--- src/rtl/mbwm_pkg.sv ---
// Shared types, register indexes and width helpers for the wheel mixer.
package mbwm_pkg;

	// Chassis modes as held in the mode register
	typedef enum logic [1:0] {
		MODE_MECANUM    = 2'd0,
		MODE_FOUR_WHEEL = 2'd1,
		MODE_ACKERMANN  = 2'd2,
		MODE_TANK       = 2'd3
	} mbwm_mode_t;

	// Configuration register indexes
	localparam int CFG_INDEX_W = 3;
	localparam int CFG_DATA_W  = 16;

	localparam logic [CFG_INDEX_W-1:0] REG_CHASSIS_MODE      = 3'd0;
	localparam logic [CFG_INDEX_W-1:0] REG_WHEEL_SPACING     = 3'd1;
	localparam logic [CFG_INDEX_W-1:0] REG_AXLE_SPACING      = 3'd2;
	localparam logic [CFG_INDEX_W-1:0] REG_SPEED_LIMIT       = 3'd3;
	localparam logic [CFG_INDEX_W-1:0] REG_DUTY_GAIN         = 3'd4;
	localparam logic [CFG_INDEX_W-1:0] REG_DUTY_LIMIT        = 3'd5;
	localparam logic [CFG_INDEX_W-1:0] REG_VOLTAGE_THRESHOLD = 3'd6;

	// Field widths
	localparam int VEL_W     = 16;
	localparam int SPACING_W = 12;
	localparam int ARM_W     = SPACING_W + 1;
	localparam int SPEED_W   = 15;
	localparam int GAIN_W    = 16;
	localparam int DUTY_W    = 15;
	localparam int VOLT_W    = 16;
	// yaw (16 signed) times arm length (13 unsigned)
	localparam int YAW_PROD_W = VEL_W + ARM_W + 1;

	// Stage control handed to each wheel lane
	typedef struct packed {
		logic load_s3;
		logic load_s4;
	} mbwm_adv_t;

	// Width of twice the wheel target in Q(2*frac)
	function automatic int mbwm_target_w(input int frac);
		int lin_w;
		lin_w = frac + VEL_W + 2;
		return ((lin_w > YAW_PROD_W + 1) ? lin_w : YAW_PROD_W + 1) + 1;
	endfunction

	// Width of a clamped target magnitude
	function automatic int mbwm_mag_w(input int frac);
		return frac + SPEED_W + 1;
	endfunction

	// Width of magnitude times duty gain
	function automatic int mbwm_prod_w(input int frac);
		return mbwm_mag_w(frac) + GAIN_W;
	endfunction

endpackage

--- src/rtl/mbwm_wheel_lane.sv ---
// One wheel lane: clamp the target to the speed limit, then scale it by the duty gain.
module mbwm_wheel_lane import mbwm_pkg::*; #(
	parameter int FRAC_BITS = 10
) (
	input  logic                                      clk,
	input  mbwm_adv_t                                 adv,
	input  logic signed [mbwm_target_w(FRAC_BITS)-1:0] target,
	input  logic [SPEED_W-1:0]                        speed_limit,
	input  logic [GAIN_W-1:0]                         duty_gain,
	output logic [mbwm_prod_w(FRAC_BITS)-1:0]         product,
	output logic                                      negative
);

	localparam int TW  = mbwm_target_w(FRAC_BITS);
	localparam int MW  = mbwm_mag_w(FRAC_BITS);
	localparam int PRW = mbwm_prod_w(FRAC_BITS);

	logic [MW-1:0]  lim;
	logic [TW-1:0]  abs_c;
	logic [MW-1:0]  mag_c;
	logic [MW-1:0]  mag_s3;
	logic           neg_s3;
	logic [PRW-1:0] product_s4;
	logic           neg_s4;

	// Clamp the magnitude to the speed limit scaled to the target format
	always_comb begin
		lim   = MW'(speed_limit) << (FRAC_BITS + 1);
		abs_c = target[TW-1] ? TW'(-target) : TW'(target);
		mag_c = (abs_c > TW'(lim)) ? lim : abs_c[MW-1:0];
	end

	always_ff @(posedge clk) begin
		if (adv.load_s3) begin
			mag_s3 <= mag_c;
			neg_s3 <= target[TW-1];
		end
	end

	// Scale by the duty gain
	always_ff @(posedge clk) begin
		if (adv.load_s4) begin
			product_s4 <= PRW'(mag_s3) * PRW'(duty_gain);
			neg_s4     <= neg_s3;
		end
	end

	assign product  = product_s4;
	assign negative = neg_s4;

endmodule

--- config.mk ---
export PLATFORM = sky130hd
export DESIGN_NAME = mbwm_wheel_lane
export DESIGN_NICKNAME = d
export VERILOG_FILES = /design/src/rtl/mbwm_pkg.sv /design/src/rtl/mbwm_wheel_lane.sv
export SDC_FILE = /design/constraint.sdc
export NUM_CORES = 1
export LEC_CHECK = 0
export BUFFER_PORTS_ARGS = -buffer_cell sky130_fd_sc_hd__buf_2
export CAP_MARGIN = 0
export CORE_ASPECT_RATIO = 1.25
export CORE_MARGIN = 10
export CORE_UTILIZATION = 37
export CTS_CLUSTER_SIZE = 20
export DETAILED_ROUTE_END_ITERATION = 10
export GPL_ROUTABILITY_DRIVEN = 1
export PLACE_DENSITY_LB_ADDON = 0.1
export SETUP_SLACK_MARGIN = 0.3
export SLEW_MARGIN = 25
export SYNTH_ARGS = -nofsm -noshare
export SYNTH_HDL_FRONTEND = slang
export SYNTH_SLANG_ARGS = --single-unit
--- constraint.sdc ---
create_clock -name clk -period 10.5 [get_ports clk]
set_input_delay 1.05 -clock clk [delete_from_list [all_inputs] [get_ports clk]]
set_output_delay 1.05 -clock clk [all_outputs]
set_load 0.005 [all_outputs]
# Yosys cells after proc, flatten, opt, wreduce, memory -nomap -nowiden
# Cells that the tools add are included.
[totals]
ff_bits = 70
elab_cells = 10
mem_count = 0
out_inout_bits = 43
latchBits = 0
in_bits = 66
romBits = 0
mem_bits_rw = 0
[classes]
n_shift = 0
n_addsub = 1
mux = 2
n_lt_le_gt_ge = 1
n_bitwise = 0
n_mul = 1
div = 0
reduce_logical = 0
eq_ne = 0
[ops]
columns = ["operator", "count"]
rows = [
  ["$mul 26x16->42", 1],
  ["$gt 32x26->1", 1],
  ["$mux 32", 1],
  ["$neg 32->32", 1],
  ["$mux 26", 1],
]

# Logic depth before layout (Yosys ltp)
# Gate-level depths: netlist (run 1).
[depth]
word_depth = 4
mapped_depth = 24
depth_no_buf = 22

# Worst setup path before layout (run 1)
# OpenSTA, ideal clock, no wires.
[synth_timing]
kind = "input-to-reg"
start = "in duty_gain[7]"
end = "reg product_s4[39], in the netlist product[39] (data pin)"
t_arrival_ps = 6577
required_time_ps = 10237
cell_stages = 21
slack_ps = 3660
setup_time_ps = 263
n_path_buf = 2
path_cell_list = "clkbuf_1 > clkbuf_1 > nand2_1 > fa_1 > inv_1 > fa_1 > fa_1 > fa_1 > fa_1 > inv_1 > fa_1 > inv_1 > ha_1 > nand3_1 > o31ai_1 > o31a_1 > or3_1 > o21ai_0 > nand2_1 > a311oi_1 > xnor2_1"
[synth_via]
elab_chain_cells = 1
[synth_rtl]
columns = ["item", "line_no", "text"]
rows = [
  ["start: declaration", "mbwm_wheel_lane.sv:9", "input logic [GAIN_W-1:0] duty_gain,"],
  ["$mul 26x16->42", "mbwm_wheel_lane.sv:43", "product_s4 <= PRW'(mag_s3) * PRW'(duty_gain);"],
  ["end signal: assignment", "mbwm_wheel_lane.sv:43", ""],
  ["end: declaration", "mbwm_wheel_lane.sv:23", "logic [PRW-1:0] product_s4;"],
]
# Every way passes these cells.
# A chain may end at the register's enable or synchronous reset.

# Final worst setup path (run 1)
[layout_timing]
start = "in duty_gain[2]"
end = "reg product_s4[39], in the netlist product[39] (data pin)"
# The elaborated chain is that of the path after synthesis.

==> results of run 1 <==
## placed cells by master, fill, tap and decap left out, drive strengths merged, types with 4 or more instances in the layout
master	Yosys	final
a211oi	6	6
a21o	22	22
a21oi	35	35
a31o	4	4
a31oi	7	7
and2	183	183
buf	3	111
clkbuf	74	10
clkinv	0	4
edfxtp	70	70
fa	334	334
ha	131	131
inv	384	384
mux2	14	14
nand2	268	268
nand2b	7	7
nand3	11	11
nand4	7	7
nor2	39	39
nor3	10	10
nor4	4	4
o211ai	6	6
o21a	8	8
o21ai	34	34
o31ai	14	14
or2	4	4
or3	4	4
or4	5	5
xnor2	43	43
xor2	19	19
## cell families (layout without fill, tap and decap cells)
logic type                 after synthesis  count (layout)
DFF                                     70              70
AOI/OAI and AO/OA                      164             164
buffers and inverters                  461             511
muxes                                   17              17
adders and majority gates              465             465
and+or+nand+nor                        555             555
xor gates and xnor gates                62              62
## routing by layer
layer | track usage [%] | part of all wire (%) | wire length (um)
met2 | 32.4 | 55 | 24900
met1 | 19.6 | 40 | 18000
met4 | 6.75 | 3.2 | 1470
met3 | 2.36 | 2.5 | 1130
met5 | 0 | 0 | 0
## stage by stage
step,worst slack (ns),cell area [sq um]
after global routing,2.40,18000
final,2.79,18000
after floorplan,3.66,16700
after global placement,2.43,17700
after CTS,2.74,18000
after detailed placement,2.31,17700
## path summary, 6_finish.rpt
check               start           to  cells past startpoint
max reg2reg     mag_s3[9]  product[39]                     17
min                neg_s3     negative                      0
max          duty_gain[2]  product[39]                     18
min reg2reg        neg_s3     negative                      0
## state kept, by name, indices dropped and copies added (netlist names)
| signal | flops |
|---|---|
| neg_s3 | 1 |
| negative | 1 |
| mag_s3 | 26 |
| product | 42 |
## final cells by class
type	instances	area share (%)
Clock inverter	6	0.479
Inverter	384	7.99
Timing Repair Buffer	111	3.12
Tap cell	578	4.01
Clock buffer	10	1.27
Multi-Input combinational cell	1263	71.5
Sequential cell	70	11.7
==> results.cfg, run 1 <==
[hold_path]
hold_class = reg -> reg

[critical_path]
cp_data_required_time_ns = 10.65
worstSetupEndpointType = flip-flop
path_buf_inv = 2
crit_path_max_fanout = 26
reg2reg_slack_ns = 3.07
cp-start-kind = primary input
cpMostUsedCell = fa_1
crit_path_top_delay_cell = a21boi_0
cpPeakStageDelay_ns = 0.83
path_cells = buf_2 -> nand2_1 -> fa_1 -> fa_1 -> fa_1 -> fa_1 -> inv_1 -> fa_1 -> fa_1 -> ha_1 -> a21o_1 -> a2111oi_0 -> a21boi_0 -> nor4b_1 -> o21ai_0 -> nand2_1 -> a311oi_1 -> xnor2_1
crit_family = adder cells
arrival_ns = 7.86
crit_type = in -> reg

[detailed_routing]
vias = 12100
drt_wl_total_mm = 45.5
firstDrtPassIters = 5
drc_errors = 0
wl_per_cell_um = 18.8
via_per_inst = 4.99
drt_iter0_markers = 487
antenna_left = 0

[finish]
filler_cell_count = 4592
fin_cells = 2422
regArea_sq_mm = 0.00210
finalCoreUtilization_pct = 40.1
multi_input_comb_area_sq_mm = 0.0129
synthToLayoutAreaGrowth_pct = 7.69
drive_above_1_share_pct = 8.19
nets = 2370
n_antenna_cell = 0

[synth]
synthFlopType = edfxtp_1
syn_area_per_cell_sq_um = 9.33
syn_area_sq_mm = 0.0167
synth_top_family_by_area = adder cells
synth.most_common_cell = inv_1
ys_ff_latch = 70
synthArstFlopShare_pct = 0
yosys_warnings = 0
syn_inst = 1794
synth_common_cells = inv_1, fa_1, nand2_1
synth.yosys.seq_area_share_pct = 12.6
synthMuxAreaShare_pct = 1.28
synth_edf_count = 70
synth_top_cell_by_area = fa_1
synth_top_cell_area_share_pct = 39.9
synth_xor_xnor_area_share_pct = 3.24
synthDistinctLibCells = 61
synthTopCellsByArea = fa_1, edfxtp_1, ha_1
synthAdderAreaFrac_pct = 49.7
syn-num-nets = 2325
synth-compound-area-share_pct = 6.56
synth-simple-area-share_pct = 16.1

[timing]
drv_slew = 0
hold_ws_ns = 0.420
fin_tns_setup_ns = 0
skew_ns = 0.0234
min_period_ns = 7.71
slew_headroom_pct = 33.0
worst_pin_slew_ns = 0.991
rsz0062_at_grt = no
period_share_pct = 73.4
hold_viol_final = 0
fmax_mhz = 130
setup_viol = 0

[placement]
port_buffers = 108
gp_congestion = 0.825
place_inst = 2406
place_hpwl_mm = 36.8

[clock_tree]
clk_pin_slew_ns = 0.08
clkSinkCount = 70
cts_tree = done
clockRootBuffer = clkbuf_16
insertion_delay_ns = 0.40
cts.path.max_buffers = 2
hold_buffers = 0
cts_buffers = 9
htree_levels = 3
ctsResizeCount = 0
postCtsSetupRepairBufs = 0

[global_route]
overflow = 0
grt_pass1_vias = 13300
grt_start_max_net_pins = 39
antenna_found_initial = 0
grt_usage_pct = 17.4
grt_pass1_wl_mm = 72.9

[floorplanning]
chipHeight_um = 258
fp.coreArea_sq_mm = 0.0450
floorplan.die_area_sq_mm = 0.0542
die_x_um = 210
ioPinCount = 109
rows = 87
start_util_pct = 37.2

[flow_run]
maxCapViolations = 0

[status]
status = completed
Power of run 1 is left out: the tool's default activity adds up to more than one toggle a clock period on the data nets, which glitch-free logic cannot reach.
==> inputs of run 2 (changes only) <==
==> constraint.sdc (replaced) <==
create_clock -name clk -period 7.26 [get_ports clk]
set_input_delay 0.726 -clock clk [delete_from_list [all_inputs] [get_ports clk]]
set_output_delay 0.726 -clock clk [all_outputs]
set_load 0.005 [all_outputs]
==> run 2 against run 1 <==
  * Final area increased by 5.2%
  * Global-route usage increased by 0.75 points
  * First-iteration DRC count increased by 10%
  * Worst setup slack got worse by 2.2 ns
  * Clock-buffer cell count decreased by 1
  * Critical path type is now reg -> reg
  * Hold slack improved by 0.0068 ns
  * Clock skew about the same
  * Core utilization increased by 2.1 points
  * Highest routed layer unchanged
  * Via count increased by 3.0%
  * Wire length increased by 3.3%
  * Sequential share of layout area decreased by 0.58 points
  * Die area unchanged
==> results.cfg, run 2 (synthesis gave the netlist of run 1 again) <==
[status]
status = completed

[critical_path]
crit_type = reg -> reg
crit_path_max_fanout = 5
cp-start-kind = flip-flop
worstSetupEndpointType = flip-flop
arrival_ns = 6.83
cp_data_required_time_ns = 7.39
reg2reg_slack_ns = 0.57

[detailed_routing]
drt_iter0_markers = 537
antenna_left = 0
via_per_inst = 4.93
drc_errors = 0
firstDrtPassIters = 5
drt_wl_total_mm = 47.0
wl_per_cell_um = 18.6
vias = 12500

[global_route]
grt_usage_pct = 18.1
grt_start_max_net_pins = 44
grt_pass1_vias = 14000
overflow = 0
antenna_found_initial = 0
grt_pass1_wl_mm = 76.2

[placement]
placed_area_sq_mm = 0.0184
gp_congestion = 0.864
place_inst = 2484
place_hpwl_mm = 39.8
dp_slack_ns = -0.331
port_buffers = 108

[timing]
skew_ns = 0.0230
fmax_mhz = 149
setup_viol = 0
worst_pin_slew_ns = 0.923
min_period_ns = 6.69
hold_viol_final = 0
drv_slew = 0
slew_headroom_pct = 38.2
timing.final.ws_setup_ns = 0.566
rsz0062_at_grt = no
period_share_pct = 92.2

[floorplanning]
fp.coreArea_sq_mm = 0.0450
start_util_pct = 37.2
ioPinCount = 109
rows = 87
floorplan.die_area_sq_mm = 0.0542
chipHeight_um = 258
die_x_um = 210

[clock_tree]
clkSinkCount = 70
htree_levels = 3
cts.path.max_buffers = 2
cts_buffers = 9
insertion_delay_ns = 0.40
cts_tree = done
clockRootBuffer = clkbuf_16
clk_pin_slew_ns = 0.06

[finish]
drive_above_1_share_pct = 13.4
postLayoutCellArea_sq_mm = 0.0190
largest_register_ffs = 42
final_common_cell = inv_1
nets = 2474
mostFrequentLayoutCells = inv_1, fa_1, nand2_1
n_antenna_cell = 0
fin_cells = 2525
filler_cell_count = 4532
synthToLayoutAreaGrowth_pct = 13.3

[hold_path]
hold_class = reg -> reg

[flow_run]
maxCapViolations = 0
-- run 2: cell types whose count changed in the layout (fill, tap and decap cells not counted), sizes merged --
cell      delta
buf        +103
bufinv       -2
clkinvlp     +1
inv          +1
-- run 2: layer usage --
metal	wire length, um	GRT usage [%]	vias up
met2	26300	34.4	209
met3	1330	2.53	63
met5	0	0	-
met4	1540	6.47	0
li1	-	-	5785
met1	17800	20.0	6395
-- run 2: metrics by stage --
step	setup TNS, ns	hold WS, ns	utilization (%)
6_report	0	0.427	42.2
2_1_floorplan	0	0.400	-
5_1_grt	0	0.447	42.2
4_1_cts	0	0.432	41.6
3_3_place_gp	-2.01	0.401	40.9
3_5_place_dp	-1.59	0.417	40.9
-- run 2: timing repair --
| action | 4_1_cts | 5_1_grt |
|---|---|---|
| resized for setup | 2 | 13 |
| setup endpoints to repair | 6 | 12 |
| hold endpoints to repair | 0 | 0 |
| buffers inserted | 2 | 24 |
| pin swaps | 0 | 1 |
| hold buffers | 0 | 0 |
| cloned | 0 | 0 |
-- run 2: final cells by class --
| type | instances | area [sq um] | share of cell area, % |
|---|---|---|---|
| inverter | 384 | 1440 | 7.60 |
| timing repair buffer | 215 | 1520 | 8.01 |
| clock buffer | 9 | 225 | 1.19 |
| clock inverter | 6 | 38.8 | 0.204 |
| tap | 578 | 723 | 3.81 |
| multi-input combinational | 1263 | 12900 | 68.1 |
| sequential | 70 | 2100 | 11.1 |
-- run 2: path summary, 6_finish.rpt --
check,startpoint,to,depth (start not counted)
worst max-delay path,mag_s3[10],product[40],25
worst min-delay path,neg_s3,negative,0
worst max register to register,mag_s3[10],product[40],25
worst min register to register,neg_s3,negative,0
-- run 2: worst max-delay path, cell delays in order, from the launching register on --
cell and delay [ns]:
edfxtp_1 0.47, buf_12 0.19, and2_1 0.17, fa_1 0.53
inv_1 0.05, fa_1 0.47, fa_1 0.53, inv_1 0.06
fa_1 0.46, fa_1 0.53, inv_1 0.05, fa_1 0.48
inv_1 0.04, ha_1 0.33, o21ai_0 0.10, buf_4 0.15
nor2_1 0.15, nand4_1 0.21, buf_4 0.24, a31oi_2 0.23
buf_4 0.15, o31ai_1 0.06, buf_4 0.16, a31o_2 0.21
o31a_1 0.28, xnor2_1 0.12
Power of run 2 is left out for the same reason.
